### src/rtl/core/assert_macros.svh
// Assertion macros for the YOLO candidate decoder RTL.
// Include by bare file name; no other dependencies.
`ifndef ASSERT_MACROS_SVH
`define ASSERT_MACROS_SVH

// Same-cycle implication, disabled while reset is active.
`define YCD_ASSERT_NOW(lbl, clk_s, rst_n, ante, cons) \
	lbl: assert property (@(posedge clk_s) disable iff (!(rst_n)) (ante) |-> (cons)) \
		else $error("yolo_candidate_decode: assertion failed");

// Next-cycle implication, disabled while reset is active.
`define YCD_ASSERT_NEXT(lbl, clk_s, rst_n, ante, cons) \
	lbl: assert property (@(posedge clk_s) disable iff (!(rst_n)) (ante) |=> (cons)) \
		else $error("yolo_candidate_decode: assertion failed");

`endif

### src/rtl/core/ycd_pkg.sv
// Package for the YOLO candidate decoder: field widths, register codes,
// reset values and parameter defaults. No dependencies.
package ycd_pkg;

	localparam int VALUE_W     = 32;
	localparam int CLS_IDX_W   = 10;
	localparam int CONF_W      = 31;
	localparam int CFG_W       = 17;
	localparam int CFG_IDX_W   = 2;
	localparam int NCLS_W      = 11;

	localparam int DEF_MAX_CLASSES       = 1024;
	localparam int DEF_ANCHOR_INDEX_BITS = 18;

	// columns ahead of the class scores: four box values, plus objectness
	localparam int BOX_COLS        = 4;
	localparam int HEAD_COLS_PLAIN = 4;
	localparam int HEAD_COLS_ANCH  = 5;

	localparam logic [CFG_W-1:0]  RST_CONF_THR    = 17'd16384;
	localparam logic [NCLS_W-1:0] RST_NUM_CLASSES = 11'd16;
	localparam logic              RST_ANCHOR_MODE = 1'b0;
	localparam logic              RST_C2C         = 1'b1;

	localparam logic [CONF_W-1:0] CONF_MAX = {CONF_W{1'b1}};

	typedef enum logic [CFG_IDX_W-1:0] {
		CFG_CONF_THRESHOLD   = 2'd0,
		CFG_NUM_CLASSES      = 2'd1,
		CFG_ANCHOR_BASED     = 2'd2,
		CFG_CENTER_TO_CORNER = 2'd3
	} cfg_reg_t;

endpackage

### src/rtl/core/yolo_candidate_decode_top.sv
// YOLO candidate decoder top level: streams Q16.16 detector rows in and
// emits kept detection candidates. Depends on ycd_pkg and assert_macros.svh.
//
// Usage:
//  - Input stream (s_*): one signed Q16.16 row element per request in
//    s_tdata; s_tuser marks the first element of a frame, which restarts
//    the column and anchor counts. A row is cx, cy, w, h, objectness (when
//    anchor_based is set), then num_classes class scores.
//  - Output stream (m_*): one candidate per kept row, carrying anchor index,
//    first arg-max class, confidence and the box (corner or centre form).
//  - Configuration: cfg_we writes cfg_wdata to the register cfg_index
//    selects, in the same edge. Write only while no row is in flight.
//  - Throughput: one element per cycle while s_tready is high, bounded by
//    the column/max update loop on the row state. The objectness product
//    sits in a stage of its own, so the loop holds only one 32-bit compare.
//  - Output path: the last element of a row enters the input register; the
//    row record then passes the row, product and output regs to m_tvalid.
//  - Stall: each stage advances only into an empty or draining stage, so
//    m_tready held low fills the pipeline before s_tready drops.
//  - Reset: clears counters, row state, stage valids and restores the
//    register reset values (threshold 0.25, 16 classes, corner form).
`include "assert_macros.svh"

module yolo_candidate_decode_top
	import ycd_pkg::*;
#(
	parameter int MAX_CLASSES       = DEF_MAX_CLASSES,
	parameter int ANCHOR_INDEX_BITS = DEF_ANCHOR_INDEX_BITS,
	localparam int OUT_BITS = ANCHOR_INDEX_BITS + CLS_IDX_W + CONF_W + 4 * VALUE_W,
	localparam int OUT_W    = ((OUT_BITS + 7) / 8) * 8
) (
	input  logic                 clk,
	input  logic                 arst_n,
	// input stream
	input  logic                 s_tvalid,
	output logic                 s_tready,
	input  logic [VALUE_W-1:0]   s_tdata,   // [31:0] value
	input  logic [0:0]           s_tuser,   // [0] first_of_frame
	// output stream
	output logic                 m_tvalid,
	input  logic                 m_tready,
	// from bit 0: anchor_index, best class, confidence, box_x, box_y, box_w,
	// box_h, zero fill
	output logic [OUT_W-1:0]     m_tdata,
	// configuration writes
	input  logic                 cfg_we,
	input  logic [CFG_IDX_W-1:0] cfg_index,
	input  logic [CFG_W-1:0]     cfg_wdata
);

	localparam int COL_W  = $clog2(MAX_CLASSES + HEAD_COLS_ANCH);
	localparam int CIDX_W = (MAX_CLASSES > 1) ? $clog2(MAX_CLASSES) : 1;
	localparam int NW     = (COL_W > NCLS_W) ? COL_W : NCLS_W;
	localparam int AIB    = ANCHOR_INDEX_BITS;

	// configuration registers
	logic [CFG_W-1:0]  conf_thr_q;
	logic [NCLS_W-1:0] num_classes_q;
	logic              anchor_mode_q;
	logic              c2c_q;

	always_ff @(posedge clk or negedge arst_n) begin
		if (!arst_n) begin
			conf_thr_q    <= RST_CONF_THR;
			num_classes_q <= RST_NUM_CLASSES;
			anchor_mode_q <= RST_ANCHOR_MODE;
			c2c_q         <= RST_C2C;
		end else if (cfg_we) begin
			case (cfg_reg_t'(cfg_index))
				CFG_CONF_THRESHOLD:   conf_thr_q    <= cfg_wdata;
				CFG_NUM_CLASSES:      num_classes_q <= cfg_wdata[NCLS_W-1:0];
				CFG_ANCHOR_BASED:     anchor_mode_q <= cfg_wdata[0];
				CFG_CENTER_TO_CORNER: c2c_q         <= cfg_wdata[0];
				default: ;
			endcase
		end
	end

	// stage handshake: each stage loads when it is empty or moving on
	logic s1_v, s2_v, s3_v, out_v;
	logic s1_rdy, s2_rdy, s3_rdy, o_rdy;
	logic s1_fire, row_end, keep;

	assign o_rdy    = !out_v || m_tready;
	assign s3_rdy   = !s3_v || o_rdy;
	assign s2_rdy   = !s2_v || s3_rdy;
	assign s1_rdy   = !s1_v || s2_rdy;
	assign s1_fire  = s1_v && s2_rdy;
	assign s_tready = s1_rdy;
	assign m_tvalid = out_v;

	always_ff @(posedge clk or negedge arst_n) begin
		if (!arst_n) begin
			s1_v  <= 1'b0;
			s2_v  <= 1'b0;
			s3_v  <= 1'b0;
			out_v <= 1'b0;
		end else begin
			if (s1_rdy) s1_v  <= s_tvalid;
			if (s2_rdy) s2_v  <= s1_v && row_end;
			if (s3_rdy) s3_v  <= s2_v;
			if (o_rdy)  out_v <= s3_v && keep;
		end
	end

	// input register
	logic signed [VALUE_W-1:0] value_s1;
	logic                      fof_s1;

	always_ff @(posedge clk) begin
		if (s1_rdy && s_tvalid) begin
			value_s1 <= s_tdata;
			fof_s1   <= s_tuser[0];
		end
	end

	// row state
	logic [COL_W-1:0]          column_count_q;
	logic [AIB-1:0]            anchor_count_q;
	logic signed [VALUE_W-1:0] box_q [BOX_COLS];
	logic signed [VALUE_W-1:0] obj_q;
	logic signed [VALUE_W-1:0] best_q;
	logic [CIDX_W-1:0]         best_cls_q;

	logic [COL_W-1:0]          col, base, last, k_full, n_eff;
	logic [NW-1:0]             ncls_w, n_eff_w;
	logic [AIB-1:0]            anchor_cur;
	logic signed [VALUE_W-1:0] box_n [BOX_COLS];
	logic signed [VALUE_W-1:0] obj_n, best_n;
	logic [CIDX_W-1:0]         cls_n;

	always_comb begin
		// frame start restarts both counts on this element
		col        = fof_s1 ? '0 : column_count_q;
		anchor_cur = fof_s1 ? '0 : anchor_count_q;
		base       = anchor_mode_q ? COL_W'(HEAD_COLS_ANCH) : COL_W'(HEAD_COLS_PLAIN);

		// clamp the class count to 1..MAX_CLASSES
		ncls_w = NW'(num_classes_q);
		if (ncls_w == '0)
			n_eff_w = NW'(1);
		else if (ncls_w > NW'(MAX_CLASSES))
			n_eff_w = NW'(MAX_CLASSES);
		else
			n_eff_w = ncls_w;
		n_eff   = n_eff_w[COL_W-1:0];
		last    = base + n_eff - COL_W'(1);
		row_end = (col >= last);
		k_full  = col - base;

		box_n  = box_q;
		obj_n  = obj_q;
		best_n = best_q;
		cls_n  = best_cls_q;
		if (col < COL_W'(BOX_COLS)) begin
			box_n[col[1:0]] = value_s1;
		end else if (anchor_mode_q && col == COL_W'(BOX_COLS)) begin
			obj_n = value_s1;
		end else if (col >= base) begin
			// strict compare keeps the first class on ties
			if (k_full == '0 || value_s1 > best_q) begin
				best_n = value_s1;
				cls_n  = CIDX_W'(k_full);
			end
		end
	end

	always_ff @(posedge clk or negedge arst_n) begin
		if (!arst_n) begin
			column_count_q <= '0;
			anchor_count_q <= '0;
			for (int i = 0; i < BOX_COLS; i++) box_q[i] <= '0;
			obj_q      <= '0;
			best_q     <= '0;
			best_cls_q <= '0;
		end else if (s1_fire) begin
			box_q      <= box_n;
			obj_q      <= obj_n;
			best_q     <= best_n;
			best_cls_q <= cls_n;
			if (row_end) begin
				column_count_q <= '0;
				anchor_count_q <= anchor_cur + AIB'(1);
			end else begin
				column_count_q <= col + COL_W'(1);
				anchor_count_q <= anchor_cur;
			end
		end
	end

	// row record at end of row
	logic [AIB-1:0]            anchor_s2;
	logic [CIDX_W-1:0]         cls_s2;
	logic signed [VALUE_W-1:0] best_s2, obj_s2;
	logic signed [VALUE_W-1:0] box_s2 [BOX_COLS];

	always_ff @(posedge clk) begin
		if (s1_fire && row_end) begin
			anchor_s2 <= anchor_cur;
			cls_s2    <= cls_n;
			best_s2   <= best_n;
			obj_s2    <= obj_n;
			box_s2    <= box_n;
		end
	end

	// product and corner stage
	logic signed [2*VALUE_W-1:0] prod;
	logic signed [VALUE_W:0]     dx, dy;
	logic signed [VALUE_W-1:0]   bx_n, by_n;

	always_comb begin
		prod = best_s2 * obj_s2;
		dx   = (VALUE_W+1)'(box_s2[0]) - (VALUE_W+1)'(box_s2[2] >>> 1);
		dy   = (VALUE_W+1)'(box_s2[1]) - (VALUE_W+1)'(box_s2[3] >>> 1);
		if (!c2c_q)
			bx_n = box_s2[0];
		else if (dx[VALUE_W] != dx[VALUE_W-1])
			bx_n = dx[VALUE_W] ? {1'b1, {(VALUE_W-1){1'b0}}} : {1'b0, {(VALUE_W-1){1'b1}}};
		else
			bx_n = dx[VALUE_W-1:0];
		if (!c2c_q)
			by_n = box_s2[1];
		else if (dy[VALUE_W] != dy[VALUE_W-1])
			by_n = dy[VALUE_W] ? {1'b1, {(VALUE_W-1){1'b0}}} : {1'b0, {(VALUE_W-1){1'b1}}};
		else
			by_n = dy[VALUE_W-1:0];
	end

	logic [AIB-1:0]              anchor_s3;
	logic [CIDX_W-1:0]           cls_s3;
	logic signed [VALUE_W-1:0]   best_s3, obj_s3, bx_s3, by_s3, bw_s3, bh_s3;
	logic signed [2*VALUE_W-1:0] prod_s3;

	always_ff @(posedge clk) begin
		if (s3_rdy && s2_v) begin
			anchor_s3 <= anchor_s2;
			cls_s3    <= cls_s2;
			best_s3   <= best_s2;
			obj_s3    <= obj_s2;
			prod_s3   <= prod;
			bx_s3     <= bx_n;
			by_s3     <= by_n;
			bw_s3     <= box_s2[2];
			bh_s3     <= box_s2[3];
		end
	end

	// threshold and saturation
	localparam int CW = 2 * VALUE_W - 16;
	logic signed [CW-1:0]    conf, thr_c;
	logic signed [VALUE_W:0] thr_o;
	logic                    obj_ok;
	logic [CONF_W-1:0]       conf_sat;

	always_comb begin
		thr_c  = $signed(CW'(conf_thr_q));
		thr_o  = $signed((VALUE_W+1)'(conf_thr_q));
		// arithmetic shift of the product is the floor
		conf   = anchor_mode_q ? $signed(prod_s3[2*VALUE_W-1:16]) : CW'(best_s3);
		obj_ok = !anchor_mode_q || ((VALUE_W+1)'(obj_s3) >= thr_o);
		keep   = obj_ok && (conf >= thr_c);
		if (conf > $signed(CW'(CONF_MAX)))
			conf_sat = CONF_MAX;
		else
			conf_sat = conf[CONF_W-1:0];
	end

	logic [OUT_BITS-1:0] res_n;
	assign res_n = {bh_s3, bw_s3, by_s3, bx_s3, conf_sat, CLS_IDX_W'(cls_s3), anchor_s3};

	always_ff @(posedge clk) begin
		if (o_rdy && s3_v && keep) m_tdata <= OUT_W'(res_n);
	end

	// checks
	`YCD_ASSERT_NOW(a_full_when_stalled, clk, arst_n, !s_tready, s1_v && s2_v && s3_v && out_v)
	`YCD_ASSERT_NOW(a_conf_meets_thr, clk, arst_n, m_tvalid,
		m_tdata[AIB+CLS_IDX_W +: CONF_W] >= CONF_W'(conf_thr_q))
	`YCD_ASSERT_NEXT(a_anchor_mid_row, clk, arst_n, s1_fire && !row_end,
		anchor_count_q == $past(anchor_cur))

endmodule
### config.mk
export PLATFORM = sky130hd
export DESIGN_NAME = yolo_candidate_decode_top
export DESIGN_NICKNAME = d
export VERILOG_FILES = /design/src/rtl/core/ycd_pkg.sv /design/src/rtl/core/yolo_candidate_decode_top.sv
export VERILOG_INCLUDE_DIRS = /design/src /design/src/rtl/core
export SDC_FILE = /design/constraint.sdc
export NUM_CORES = 2
export LEC_CHECK = 0
export BUFFER_PORTS_ARGS = -buffer_cell sky130_fd_sc_hd__buf_2
export CAP_MARGIN = 20
export CORE_ASPECT_RATIO = 0.5
export CORE_UTILIZATION = 60
export DETAILED_ROUTE_END_ITERATION = 7
export PLACE_DENSITY_LB_ADDON = 0.15
export SYNTH_ARGS = -nofsm -noshare
export SYNTH_HDL_FRONTEND = slang
export SYNTH_SLANG_ARGS = --single-unit
### constraint.sdc
create_clock -name clk -period 42.9 [get_ports clk]
set_clock_uncertainty 0.2 [all_clocks]
set_input_delay 4.29 -clock clk [delete_from_list [all_inputs] [get_ports clk]]
set_output_delay 4.29 -clock clk [all_outputs]
set_load 0.03 [all_outputs]
==> impl_metrics.json <==
{
  "drtIter0Drc": 4649,
  "initial_core_util": 0.611,
  "critPathLaunchType": "flip-flop",
  "fp.dieH_um": 257,
  "r2r_slack_ns": 33.20,
  "boundaryPins": 251,
  "drive_gt1_frac": 0.132,
  "hpwl_um": 141000,
  "die_x_um": 511,
  "tightestPinTransition_ns": 1.09,
  "synthCells": 6691,
  "stdcell_count": 8569,
  "synth.most_common_cell": "inv_1",
  "postCtsSetupBuffers": 0,
  "insertion_delay_ns": 0.72,
  "cts_tree": "done",
  "clk_path_buf_depth": 3,
  "critical_path_class": "reg -> reg",
  "gr-total-overflow": 0,
  "vias": 50000,
  "drt-wirelength-per-cell_um": 22.6,
  "fillerInstances": 9576,
  "ff2ff_path_depth": 24,
  "setup_viol": 0,
  "first_pass_iters": 6,
  "clock_sinks": 973,
  "synth_area_per_cell_um2": 11.6,
  "ys.flop_type": "edfxtp_1",
  "synth_top_area_cell": "fa_1",
  "min_period_ns": 9.70,
  "synth_edf_count": 708,
  "dp_cells": 8393,
  "holdCritStartpoint": "bx_s3[30]",
  "whs_path_depth": 0,
  "wl_um": 193000,
  "antenna_found_initial": 13,
  "ys_warn_count": 0,
  "syn_to_final_growth_pct": 7.81,
  "clk_pin_slew_worst_paths_ns": 0.07,
  "max_clock_freq_mhz": 103,
  "grt_pass1_wl_um": 307000,
  "cts_hold_buf": 0,
  "r2r_start": "best_s2[31]",
  "fin_nets": 8266,
  "r2r_end": "prod_s3[60]",
  "cts-resized-gates": 0,
  "multiInputGateArea_mm2": 0.0443,
  "area.sequential_mm2": 0.0279,
  "synth.area.top_cells": "fa_1 (28%), edfxtp_1 (27%), dfrtp_1 (8.4%), inv_1 (5.4%), ha_1 (5.3%)",
  "yosysSeqAreaShare": 0.358,
  "die_area_mm2": 0.131,
  "critPathCaptureType": "flip-flop",
  "synth.cells.most_frequent": "inv_1 (1125), fa_1 (1083), nand2_1 (733)",
  "num_rows": 92,
  "cts-root-buf": "clkbuf_16",
  "core-area_mm2": 0.127,
  "vias_per_cell": 5.84,
  "crit_fanout": 33,
  "rsz0062_at_grt": "false",
  "synth_area_mm2": 0.0778,
  "port_buffers": 245,
  "cp_data_required_time_ns": 43.23,
  "final_max_slew_viol_count": 0,
  "timing.final.crit_share": 0.226,
  "ant_nets": 0,
  "grt_max_degree": 163,
  "cts_buffers": 90,
  "tns_ns": 0,
  "drc": 0,
  "hp-class": "reg -> reg",
  "hold_viol_final": 0,
  "cap_violations": 0,
  "slew_headroom": 0.276,
  "grt_pass1_vias": 53900,
  "status": "finished, final reports clean",
  "netlist.area_leader.share": 0.279,
  "hold_end": "m_tdata[89]",
  "worstPathArrival_ns": 10.03,
  "whs_ns": 0.216,
  "track_usage": 0.305,
  "synth-async-reset-ratio": 0.272,
  "h-tree-depth": 3,
  "synth_seq_cells": 973,
  "synth_cell_type_count": 90,
  "final_core_util": 0.659,
  "gp_congestion": 0.946
}
layout by cell type, fill, tap and decap left out, types with 20 or more instances in the layout:
cell type | synthesis | routed
xor2_1 | 36 | 36
edfxtp_1 | 708 | 708
nor2b_1 | 70 | 70
nor2_1 | 90 | 89
a21oi_1 | 175 | 175
mux2i_1 | 25 | 25
buf_4 | 7 | 96
o21ai_0 | 110 | 110
nand3_1 | 45 | 41
fa_1 | 1083 | 1083
nand2b_1 | 43 | 43
a21o_1 | 74 | 74
nand4_1 | 42 | 42
buf_2 | 7 | 244
clkbuf_16 | 0 | 91
ha_1 | 330 | 330
o2bb2ai_1 | 63 | 63
or3_1 | 20 | 20
nor3_1 | 29 | 28
mux2_2 | 314 | 314
dfrtp_1 | 262 | 261
o21a_1 | 28 | 27
nand2_1 | 733 | 732
inv_1 | 1125 | 1125
nor4_1 | 26 | 26
xnor2_1 | 92 | 92
mux2_4 | 63 | 63
and2_1 | 528 | 525
area by class of cell:
class                           instances  share of cell area
Clock buffer                          120              0.0298
Antenna cell                            3           0.0000895
Clock inverter                         50             0.00844
Timing Repair Buffer                  347              0.0250
Inverter                             1128              0.0505
Multi-Input combinational cell       4256               0.528
Tap cell                             1692              0.0252
Sequential cell                       973               0.333
registers in the layout, indices dropped and copies added (netlist names), 48 cells and up:
register and flops:
m_tdata 187, box_s2 128, prod_s3 48, box_q 128
layer usage:
metal  routed length [µm]  part of all wire  track usage
met3                14100             0.073       0.0468
met2                93400              0.48        0.503
met1                78900              0.41        0.418
met4                 7040             0.036        0.101
met5                   24           0.00012            0
worst max-delay path, stage by stage, from the launching register on:
cell,delay [ns]
edfxtp_1,0.38
buf_4,0.28
nand2_1,0.16
inv_1,0.10
fa_1,0.61
fa_1,0.46
fa_1,0.77
fa_1,1.05
inv_1,0.40
fa_1,0.60
inv_1,0.06
fa_1,0.54
inv_1,0.05
fa_1,0.47
inv_1,0.05
fa_1,0.45
ha_1,0.30
inv_1,0.08
nor2_1,0.39
nand4_1,0.22
a2111oi_0,0.80
o21ai_1,0.37
o21bai_1,0.30
a21oi_1,0.13
a211oi_1,0.28
through the flow:
stage,area (µm²),worst slack [ns]
floorplan,77800,24.78
global placement,80600,33.27
detailed placement,80600,33.25
CTS,83800,33.25
global route,83900,32.77
finish,83900,33.20
logic make-up (layout without fill, tap and decap cells):
| group | Yosys count | after routing | synth area share |
|---|---|---|---|
| adder cells (fa/ha/maj) | 1413 | 1413 | 0.332 |
| flip-flops | 973 | 973 | 0.358 |
| other | 1 | 8 | 0.0000482 |
| AND/OR/NAND/NOR | 1681 | 1681 | 0.108 |
| AO/OA/AOI/OAI | 624 | 624 | 0.0530 |
| multiplexers | 405 | 405 | 0.0612 |
| XOR/XNOR | 128 | 128 | 0.0144 |
| buffers and inverters | 1466 | 1645 | 0.0729 |
worst max path at each step:
stage	to	slack [ns]	startpoint	cells after the start
global route	prod_s3[62]	32.77	best_s2[31]	26
CTS	s_tready	33.25	m_tready	4
global placement	s_tready	33.27	m_tready	4
floorplan	m_tdata[0]	24.78	m_tready	2
finish	prod_s3[60]	33.20	best_s2[31]	24
detailed placement	s_tready	33.25	m_tready	4
Power is left out: the tool's default activity adds up to more than one toggle a clock period on the data nets, which glitch-free logic cannot reach.
